--- src/hw/rtl/isd_pkg.sv ---
// Package for the insert/delete string distance block.
// Holds sizes, action codes, item structs, the cell link struct and FSM states.
// No dependencies.
package isd_pkg;

	// Longest string held; one cell per byte of string A
	localparam int MAX_LEN = 64;
	// Holds a length from 0 to MAX_LEN
	localparam int LEN_W = $clog2(MAX_LEN + 1);
	// Holds a distance from 0 to 2*MAX_LEN
	localparam int DP_W = $clog2(2 * MAX_LEN + 1);
	// Holds distance + 1
	localparam int DEN_W = DP_W + 1;
	localparam int CHAR_W = 8;
	localparam int DIST_W = 8;
	localparam int SIM_W = 16;
	// 1.0 in Q1.15
	localparam int SIM_ONE = 32768;
	// Numerator of the reciprocal: SIM_ONE plus half the largest divisor
	localparam int NUM_W = $clog2(SIM_ONE + (1 << DEN_W));
	localparam int STEP_W = $clog2(NUM_W + 1);

	typedef enum logic [1:0] {
		ACT_APPEND_A = 2'd0,
		ACT_APPEND_B = 2'd1,
		ACT_FINISH   = 2'd2
	} action_t;

	typedef struct packed {
		logic [1:0]        action;
		logic [CHAR_W-1:0] char_byte;
	} request_t;

	typedef struct packed {
		logic [DIST_W-1:0] distance;
		logic [SIM_W-1:0]  similarity;
		logic              overflow;
	} result_t;

	// Token handed from one cell to the next
	typedef struct packed {
		logic              vld;
		logic              fin;   // finish token: carries the distance, clears cells
		logic [CHAR_W-1:0] ch;    // B byte
		logic [DP_W-1:0]   left;  // updated value of the previous entry
		logic [DP_W-1:0]   diag;  // previous entry's value before this B byte
	} link_t;

	typedef enum logic [1:0] {
		ST_IDLE,
		ST_DRAIN,
		ST_DIVIDE,
		ST_EMIT
	} fsm_t;

endpackage

--- src/hw/rtl/isd_cell.sv ---
// One cell of the DP chain: holds one byte of A and its row entry.
// Depends on isd_pkg.
module isd_cell (
	input  logic                       clk,
	input  logic                       arst_n,
	input  logic [isd_pkg::LEN_W-1:0]  idx,
	input  logic                       a_we,
	input  logic [isd_pkg::LEN_W-1:0]  a_addr,
	input  logic [isd_pkg::CHAR_W-1:0] a_data,
	input  isd_pkg::link_t             link_in,
	output isd_pkg::link_t             link_out
);
	import isd_pkg::*;

	logic              act_q;
	logic [CHAR_W-1:0] ch_q;
	logic [DP_W-1:0]   dp_q;
	link_t             link_q;

	logic              hit;
	logic              step;
	logic [DP_W-1:0]   min_val;
	logic [DP_W-1:0]   upd;

	// Row update for one B byte
	always_comb begin
		hit     = a_we && (a_addr == idx);
		step    = link_in.vld && act_q;
		min_val = (dp_q < link_in.left) ? dp_q : link_in.left;
		upd     = (ch_q == link_in.ch) ? link_in.diag : min_val + DP_W'(1);
	end

	// Active flag: set when the A byte lands, cleared by the finish token
	always_ff @(posedge clk or negedge arst_n) begin
		if (!arst_n) begin
			act_q <= 1'b0;
		end else if (hit) begin
			act_q <= 1'b1;
		end else if (link_in.vld && link_in.fin) begin
			act_q <= 1'b0;
		end
	end

	// Stored byte and entry; the entry starts at its own index
	always_ff @(posedge clk) begin
		if (hit) begin
			ch_q <= a_data;
			dp_q <= DP_W'(idx);
		end else if (step && !link_in.fin) begin
			dp_q <= upd;
		end
	end

	// Token to the next cell; inactive cells pass it unchanged
	always_ff @(posedge clk or negedge arst_n) begin
		if (!arst_n) begin
			link_q <= '0;
		end else begin
			link_q.vld <= link_in.vld;
			link_q.fin <= link_in.fin;
			link_q.ch  <= link_in.ch;
			if (step && link_in.fin) begin
				link_q.left <= dp_q;
				link_q.diag <= link_in.diag;
			end else if (step) begin
				link_q.left <= upd;
				link_q.diag <= dp_q;
			end else begin
				link_q.left <= link_in.left;
				link_q.diag <= link_in.diag;
			end
		end
	end

	assign link_out = link_q;

endmodule

--- config.mk ---
export PLATFORM = sky130hd
export DESIGN_NAME = isd_cell
export DESIGN_NICKNAME = d
export VERILOG_FILES = /design/src/hw/rtl/isd_pkg.sv /design/src/hw/rtl/isd_cell.sv
export SDC_FILE = /design/constraint.sdc
export NUM_CORES = 1
export LEC_CHECK = 0
export BUFFER_PORTS_ARGS = -buffer_cell sky130_fd_sc_hd__buf_2
export CORE_MARGIN = 1.5
export CORE_UTILIZATION = 54
export DETAILED_ROUTE_END_ITERATION = 8
export GPL_TIMING_DRIVEN = 0
export PLACE_DENSITY_LB_ADDON = 0.3
export SETUP_SLACK_MARGIN = 0.5
export SYNTH_ARGS = -nofsm -noshare
export SYNTH_HDL_FRONTEND = slang
export SYNTH_SLANG_ARGS = --single-unit
--- constraint.sdc ---
create_clock -name clk -period 4.5 [get_ports clk]
set_input_delay 0.45 -clock clk [delete_from_list [all_inputs] [get_ports clk]]
set_output_delay 0.45 -clock clk [all_outputs]
set_load 0.1 [all_outputs]
==> results.txt <==
Post-synth net total -> 267
Mean Syn Cell Area -> 11.4 um2
Synth async-reset ratio -> 62.8%
Final period utilization -> 75.6%
First-pass GRT wire length -> 8.82 mm
Seq cells post-synth -> 43
Post-Layout Cell Count -> 342
Adder-cell share of the synthesized area -> 4.24%
Tmin final -> 3.40 ns
XOR/XNOR Fraction of Synth Area -> 9.27%
CP Class -> reg2reg
Top Family by Delay on Critical Path -> compound AO/OA/AOI/OAI gates
Slew @ Worst Pin -> 0.867 ns
Crit path cell chain -> ha_1 > and3_2 > a221oi_4 > o21a_4 > buf_12 > nand2_1 > o21ai_0 > ha_1 > nand3_1 > nor3_1 > xnor2_1 > nor2_1 > o31a_1 > o21ai_1
Remaining Overflow, GRT -> 0
RSZ-0062 raised after global routing -> no
Final setup margin -> 1.10 ns
Port buffer count -> 76
Drt pass-1 iters -> 4
Vias -> 1883
Synthesis warning total -> 0
DP HPWL -> 4.08 mm
Hold_buf cts -> 0
Layout area overhead -> 23.5%
Worst EP arrival -> 3.55 ns
CTS tree -> done
Post-synthesis sequential area ratio -> 48.5%
Post-synthesis cell type count -> 46
Chip height -> 69.1 um
Setup Skew -> 0.0112 ns
Setup WS pre-CTS -> 1.06 ns
CTS root buffer -> clkbuf_8
Tot GR Track Use -> 23.2%
Final wirelength -> 5.30 mm
Die area -> 4780 um2
Initial antenna violation count -> 0
Max Freq -> 0.294 GHz
Final net count -> 350
Placed Cells -> 334
Post-CTS Setup Repair Bufs -> 0
Leakage Power -> 1.34 nW
Worst hold path class -> in2async
Final hold slack -> 0.154 ns
Worst rel slew slack -> 42.2%
Ant diodes -> 0
H-tree Lvls -> 2
Final TNS setup -> 0 ns
Synth Cell Area -> 2360 um2
Worst path bufs/invs -> 1
WL/cell -> 15.5 um
Commonest non-fill, non-tap cells in the layout -> 76 x buf_2, 27 x dfrtp_1, 19 x nand2_1
Post-synth EDFFs -> 15
Fin. max-slew vios -> 0
Num CTS Buffers -> 5
Reg2reg start -> dp_q[6]
Critical Path Stages -> 14
Share of cells above drive strength 1 -> 37.0%
Critical path's largest stage delay -> 0.50 ns
Crit end category -> flop
Remaining antenna violation count -> 0
Avg Vias per Cell -> 5.51
Post-CTS resize count -> 0
Worst Setup SP -> dp_q[6]
Final core utilization -> 70.9%
Number of global-route vias before repair -> 1947
Synth Area in Simple Gates -> 11.0%
Max-cap violations -> 0
GPL Wtd Cong -> 0.874
Main combinational cell family by area after synthesis -> compound AO/OA/AOI/OAI gates
Slowest CP cell -> edfxtp_1
# IOs -> 77
Status -> completed
Most used flip-flop cell after synthesis -> dfrtp_1
Final hold vios -> 0
Post-synthesis compound-gate area fraction -> 15.7%
Synth Instances -> 208
Clock slew at reported path FFs -> 0.09 ns
# DRC -> 0
CTS max path bufs -> 2
CP Data Required Time -> 4.65 ns
Worst-path fanout max -> 10
R2R depth -> 14
Mux share of post-synthesis cell area -> 7.05%
Starting Density -> 57.4%
Most common cell on crit path -> ha_1
Worst vdd ir -> 0.192 mV
FP Rows -> 23
Die width -> 69.1 um
Total core area -> 4120 um2
Iteration-0 DRC Markers -> 91
P per Cell Area -> 361 nW/um2
Largest net degree at the start of global routing -> 28
Setup violators final -> 0
CTS Sinks -> 43
Setup crit start kind -> flop
Worst-Skew Late Latency -> 0.30 ns
Fillcell total -> 316
Commonest non-fill, non-tap cell in the layout -> buf_2
## through the flow
step / cell area, um2 / power, mW
final: 2920 / 1.05
after global routing: 2920 / 1.10
after CTS: 2920 / 1.06
after detailed placement: 2800 / 0.757
after global placement: 2800 / 0.750
after floorplan: 2360 / 0.679
## state kept, by name, summed over array words and instances (netlist names)
register,flops
link_out,26
dp_q,8
ch_q,8
act_q,1
## logic make-up after synthesis
group	count (synthesis)
and+or+nand+nor	53
AOI/OAI and AO/OA	46
DFF	43
xor gates and xnor gates	25
buffers and inverters	18
muxes	15
adders and majority gates	8
## where the power goes
part,switching (mW),total [mW],internal [mW]
combinational,0.206,0.319,0.113
clock,0.136,0.301,0.165
sequential,0.00803,0.434,0.426
## cell type report
| cell class | count | area (um2) | area share [%] |
|---|---|---|---|
| inverter | 10 | 37.5 | 1.29 |
| timing repair buffer | 76 | 380 | 13.0 |
| tap | 50 | 62.6 | 2.15 |
| multi-input combinational | 147 | 1120 | 38.3 |
| buffer | 8 | 61.3 | 2.10 |
| clock buffer | 5 | 68.8 | 2.36 |
| sequential | 43 | 1150 | 39.3 |
| clock inverter | 3 | 43.8 | 1.50 |
## synth_stat cells (2+ instances only)
cell / number / area [um2]
a21o_1: 8 / 60.1
a21oi_1: 7 / 35.0
a21oi_2: 2 / 17.5
a221o_1: 2 / 20.0
a221oi_1: 4 / 35.0
a22o_1: 3 / 26.3
a31oi_1: 2 / 12.5
and3_1: 2 / 12.5
and4_1: 2 / 17.5
buf_6: 2 / 22.5
clkbuf_1: 5 / 18.8
dfrtp_1: 27 / 676
edfxtp_1: 15 / 450
ha_1: 8 / 100
inv_1: 10 / 37.5
mux2_2: 12 / 135
mux2i_1: 2 / 20.0
nand2_1: 19 / 71.3
nand2b_1: 2 / 12.5
nand3_1: 5 / 25.0
nand4_1: 4 / 25.0
nor2_1: 11 / 41.3
o211ai_1: 2 / 15.0
o211ai_2: 2 / 25.0
o21ai_0: 3 / 15.0
o21ai_1: 2 / 10.0
o31ai_1: 3 / 22.5
xnor2_1: 17 / 149
xor2_1: 8 / 70.1
## per-layer routing
metal / vias up / track usage, % / part of all wire [%]
li1: 921 / - / -
met3: 8 / 4.68 / 6.3
met1: 882 / 28.4 / 41
met5: - / 0 / 0
met2: 72 / 41.8 / 52
met4: 0 / 5.45 / 0.85
## worst paths after layout
check / to / slack, ns
max in group asynchronous: link_out[2] / 3.94
min: link_out[3] / 0.15
min reg2reg: act_q / 0.48
min in group clk: link_out[16] / 0.28
max reg2reg: dp_q[6] / 1.10
max: dp_q[6] / 1.10
Power figures use the tool's default switching activity.
