File: config.mk
export PLATFORM = sky130hd
export DESIGN_NAME = isd_recip
export DESIGN_NICKNAME = d
export VERILOG_FILES = /design/src/hw/rtl/isd_pkg.sv /design/src/hw/rtl/isd_recip.sv
export SDC_FILE = /design/constraint.sdc
export NUM_CORES = 1
export LEC_CHECK = 0
export ABC_AREA = 0
export BUFFER_PORTS_ARGS = -buffer_cell sky130_fd_sc_hd__buf_2
export CAP_MARGIN = 15
export CORE_ASPECT_RATIO = 0.7
export CORE_UTILIZATION = 58
export DETAILED_ROUTE_END_ITERATION = 6
export GPL_ROUTABILITY_DRIVEN = 1
export PLACE_DENSITY = 0.79
export SYNTH_ARGS = -nofsm -noshare
export SYNTH_HDL_FRONTEND = slang
export SYNTH_SLANG_ARGS = --single-unit
File: constraint.sdc
create_clock -name clk -period 2.6 [get_ports clk]
set_input_delay 0.39 -clock clk [delete_from_list [all_inputs] [get_ports clk]]
set_output_delay 0.39 -clock clk [all_outputs]
set_load 0.01 [all_outputs]
File: src/hw/rtl/isd_pkg.sv
// Package for the insert/delete string distance block.
// Holds sizes, action codes, item structs, the cell link struct and FSM states.
// No dependencies.
package isd_pkg;

	// Longest string held; one cell per byte of string A
	localparam int MAX_LEN = 64;
	// Holds a length from 0 to MAX_LEN
	localparam int LEN_W = $clog2(MAX_LEN + 1);
	// Holds a distance from 0 to 2*MAX_LEN
	localparam int DP_W = $clog2(2 * MAX_LEN + 1);
	// Holds distance + 1
	localparam int DEN_W = DP_W + 1;
	localparam int CHAR_W = 8;
	localparam int DIST_W = 8;
	localparam int SIM_W = 16;
	// 1.0 in Q1.15
	localparam int SIM_ONE = 32768;
	// Numerator of the reciprocal: SIM_ONE plus half the largest divisor
	localparam int NUM_W = $clog2(SIM_ONE + (1 << DEN_W));
	localparam int STEP_W = $clog2(NUM_W + 1);

	typedef enum logic [1:0] {
		ACT_APPEND_A = 2'd0,
		ACT_APPEND_B = 2'd1,
		ACT_FINISH   = 2'd2
	} action_t;

	typedef struct packed {
		logic [1:0]        action;
		logic [CHAR_W-1:0] char_byte;
	} request_t;

	typedef struct packed {
		logic [DIST_W-1:0] distance;
		logic [SIM_W-1:0]  similarity;
		logic              overflow;
	} result_t;

	// Token handed from one cell to the next
	typedef struct packed {
		logic              vld;
		logic              fin;   // finish token: carries the distance, clears cells
		logic [CHAR_W-1:0] ch;    // B byte
		logic [DP_W-1:0]   left;  // updated value of the previous entry
		logic [DP_W-1:0]   diag;  // previous entry's value before this B byte
	} link_t;

	typedef enum logic [1:0] {
		ST_IDLE,
		ST_DRAIN,
		ST_DIVIDE,
		ST_EMIT
	} fsm_t;

endpackage

File: src/hw/rtl/isd_recip.sv
// Restoring divider for the similarity: round-half-up of SIM_ONE / den.
// One quotient bit per cycle. Depends on isd_pkg.
module isd_recip (
	input  logic                      clk,
	input  logic                      arst_n,
	input  logic                      start,
	input  logic [isd_pkg::DEN_W-1:0] den,
	output logic                      done,
	output logic [isd_pkg::SIM_W-1:0] quot
);
	import isd_pkg::*;

	logic              busy_q;
	logic              done_q;
	logic [STEP_W-1:0] cnt_q;
	logic [NUM_W-1:0]  num_q;
	logic [NUM_W-1:0]  quo_q;
	logic [DEN_W-1:0]  rem_q;
	logic [DEN_W-1:0]  den_q;

	logic [DEN_W:0]    trial;
	logic              ge;

	// Shift in the next numerator bit and try to subtract
	always_comb begin
		trial = {rem_q, num_q[NUM_W-1]};
		ge    = trial >= {1'b0, den_q};
	end

	// Control
	always_ff @(posedge clk or negedge arst_n) begin
		if (!arst_n) begin
			busy_q <= 1'b0;
			done_q <= 1'b0;
			cnt_q  <= '0;
		end else begin
			done_q <= busy_q && (cnt_q == STEP_W'(1));
			if (start) begin
				busy_q <= 1'b1;
				cnt_q  <= STEP_W'(NUM_W);
			end else if (busy_q) begin
				cnt_q <= cnt_q - STEP_W'(1);
				if (cnt_q == STEP_W'(1)) begin
					busy_q <= 1'b0;
				end
			end
		end
	end

	// Datapath
	always_ff @(posedge clk) begin
		if (start) begin
			den_q <= den;
			num_q <= NUM_W'(SIM_ONE) + NUM_W'(den >> 1);
			rem_q <= '0;
			quo_q <= '0;
		end else if (busy_q) begin
			rem_q <= ge ? DEN_W'(trial - {1'b0, den_q}) : DEN_W'(trial);
			quo_q <= {quo_q[NUM_W-2:0], ge};
			num_q <= {num_q[NUM_W-2:0], 1'b0};
		end
	end

	assign done = done_q;
	assign quot = quo_q[SIM_W-1:0];

endmodule

==> results.sh <==
export IMPL_start_kind="flop"
export IMPL_num_vias=1736
export IMPL_path_class="flop to flop"
export IMPL_track_usage_pct=23.02
export IMPL_crit_buf_inv=3
export IMPL_leakagePower_nw=1.422
export IMPL_antenna_cells=0
export IMPL_ys_seq_area_share_pct=54.70
export IMPL_grt_overflow=0
export IMPL_start_util_pct=63.40
export IMPL_synth_edf_count=25
export IMPL_swShare_pct=34.59
export IMPL_drt_iter0_markers=88
export IMPL_antenna_found_initial=0
export IMPL_grt_pass1_wl_um=7776
export IMPL_cts_made_buffers=9
export IMPL_synthArstFlopShare_pct=12.28
export IMPL_synth_area_um2=2608
export IMPL_hold_ws_ps=240.3
export IMPL_worstPathCellList="inv_1 > ha_1 > inv_1 > fa_1 > a211oi_2 > o211ai_1 > a21oi_2 > buf_4 > or4_1 > a32o_1"
export IMPL_core_um2=4113
export IMPL_yosysWarnings=0
export IMPL_drive_above_1_share_pct=24.81
export IMPL_power_density_nw_per_um2=957.7
export IMPL_synth_area_per_cell_um2=11.54
export IMPL_netlist_cell_type_count=44
export IMPL_synthFlopType="edfxtp_1"
export IMPL_firstDrtPassIters=4
export IMPL_synthToLayoutAreaGrowth_pct=15.31
export IMPL_final_common_cell="nor2_1"
export IMPL_syn_inst=226
export IMPL_rsz0062_at_grt="false"
export IMPL_setup_tns_ps=0
export IMPL_routedWlPerCell_um=14.84
export IMPL_critical_path_top_delay_family="compound AO/OA/AOI/OAI gates"
export IMPL_max_cap_viol_count=0
export IMPL_die_w_um=82.14
export IMPL_hpwl_um=3287
export IMPL_grt_pass1_vias=1624
export IMPL_maxSlewViolCount=0
export IMPL_cts_max_level=3
export IMPL_switchingPower_uw=996.1
export IMPL_gp_congestion=0.7930
export IMPL_final_cell_area_um2=3007
export IMPL_fin_crit_ps=2443
export IMPL_p_comb_share_pct=31.3
export IMPL_routed_via_density=5.459
export IMPL_io_buffers=28
export IMPL_p_int_mw=1.883
export IMPL_cpMostUsedCell="inv_1"
export IMPL_die_h_um=58.10
export IMPL_clock_latency_ps=340
export IMPL_clkTransAtPathRegs_ps=70
export IMPL_slew_headroom_pct=67.60
export IMPL_place_area_um2=2809
export IMPL_setup_slack_ps=156.8
export IMPL_finalClockSkew_ps=6.758
export IMPL_layout_cells_non_filler=318
export IMPL_drcViolationCount=0
export IMPL_setup_viol=0
export IMPL_cts_sinks=57
export IMPL_ir_drop_mv=0.7022
export IMPL_path_max_fanout=14
export IMPL_fmax_ghz=0.4093
export IMPL_worst_pin_slew_ps=484.2
export IMPL_final_cell_mix="nor2_1 (34), buf_2 (28), edfxtp_1 (25), dfxtp_1 (25), mux2i_1 (20)"
export IMPL_synth_nets=250
export IMPL_io_pins=29
export IMPL_cts_tree="yes"
export IMPL_critPathRequiredTime_ps=2840
export IMPL_slowest_delay_ps=550
export IMPL_detail_route_antenna_nets=0
export IMPL_critical_path_endpoint_type="flop"
export IMPL_slowest_stage="or4_1"
export IMPL_outcome="finished clean"
export IMPL_layout_nets=285
export IMPL_synth_seq_cells=57
export IMPL_arrival_ps=2680
export IMPL_hold_class="input pin to flop"
export IMPL_dp_cells=301
export IMPL_grt_max_degree=31
export IMPL_place_ws_ps=186.8
export IMPL_cts_buffer_depth=2
export IMPL_hold_viol_final=0
export IMPL_power_frac_seq_pct=41.8
export IMPL_cts_root_buf="clkbuf_8"
export IMPL_p_clk_share_pct=26.9
export IMPL_core_rowCount=19
export IMPL_period_share_pct=93.97
export IMPL_die_area_um2=4772
export IMPL_wl_um=4720
export IMPL_post_cts_resized=0
-- worst reg2reg max path, cell delays in order (launching register included) --
cell and delay [ps]:
edfxtp_1 350, inv_1 50, ha_1 220, inv_1 70, fa_1 220, a211oi_2 100, o211ai_1 220, a21oi_2 90
buf_4 200, or4_1 550, a32o_1 270
-- area by class of cell --
| type | count | area (µm²) |
|---|---|---|
| flip-flops and latches | 57 | 1426 |
| multi-input cells | 145 | 1087 |
| well taps | 52 | 65.06 |
| repair buffers | 34 | 187.7 |
| inverters | 14 | 52.55 |
| fillers | 302 | 1106 |
| clock buffers | 10 | 137.6 |
| clock inverters | 6 | 50.05 |
-- power groups by stage --
stage	registers [mW]	clock network, mW	logic (mW)
2_1_floorplan	1.19	0	0.713
3_3_place_gp	1.22	0	0.859
3_5_place_dp	1.22	0	0.886
4_1_cts	1.20	0.786	0.896
5_1_grt	1.22	0.824	0.997
6_report	1.20	0.774	0.902
-- Yosys cell counts, types with 2 or more instances --
cell | count | share of area, %
nand2_1 | 4 | 0.58
nor2b_1 | 7 | 1.7
a21oi_1 | 5 | 0.96
mux2i_1 | 20 | 7.7
a211oi_1 | 4 | 1.2
nand3_1 | 2 | 0.38
inv_1 | 14 | 2.0
nand2b_1 | 6 | 1.4
ha_1 | 11 | 5.3
dfxtp_1 | 25 | 19
edfxtp_1 | 25 | 29
a21oi_2 | 2 | 0.67
a32oi_1 | 3 | 1.0
o21ai_1 | 2 | 0.38
mux2_2 | 8 | 3.5
xor2_1 | 5 | 1.7
clkbuf_1 | 4 | 0.58
a211oi_2 | 3 | 1.4
nor2_1 | 34 | 4.9
or2_2 | 2 | 0.48
o31ai_1 | 3 | 0.86
dfrtp_1 | 7 | 6.7
a21o_1 | 2 | 0.58
buf_1 | 5 | 0.72
xnor2_1 | 4 | 1.3
-- state kept, by name, summed over array words and instances (netlist names) --
| register | cells |
|---|---|
| done | 1 |
| quot | 16 |
| den_q | 9 |
| num_q | 16 |
| rem_q | 9 |
| cnt_q | 5 |
| busy_q | 1 |
-- routing by layer --
metal / GRT usage, % / up-vias / share of wire, %
li1: - / 874 / -
met2: 31.29 / 45 / 43
met5: 0 / - / 0
met3: 8.661 / 7 / 4.5
met4: 10.28 / 0 / 1.1
met1: 32.52 / 810 / 52
-- worst paths after layout --
kind	startpoint	end	slack (ps)	depth (start not counted)
max in group asynchronous	arst_n	cnt_q[0]	2040	2
worst min register to register	num_q[14]	num_q[15]	510	1
worst max register to register	num_q[15]	rem_q[7]	160	10
worst min-delay path	den[4]	den_q[4]	240	1
min in group asynchronous	arst_n	done	400	2
worst max-delay path	num_q[15]	rem_q[7]	160	10
-- per-stage QoR --
stage | power [mW] | util [%]
global route | 3.039 | 73.11
global placement | 2.079 | 68.30
finish | 2.879 | 73.11
floorplan | 1.903 | -
CTS | 2.882 | 73.11
detailed placement | 2.106 | 68.30
-- kinds of logic after synthesis --
logic type | count (synthesis) | share of synthesized area [%]
flops | 57 | 54.70
mux | 28 | 11.13
xor+xnor | 9 | 3.023
buf+inv | 24 | 3.599
compound gates | 31 | 9.213
simple gates | 65 | 12.28
fa+ha+maj | 12 | 6.046
-- what timing repair did --
action | CTS | global route
buffers inserted | 0 | 0
endpoints found under the setup margin | 0 | 0
hold endpoints to repair | 7 | 0
hold buffers | 1 | 0
No activity file was read; power rests on OpenSTA's default activity.
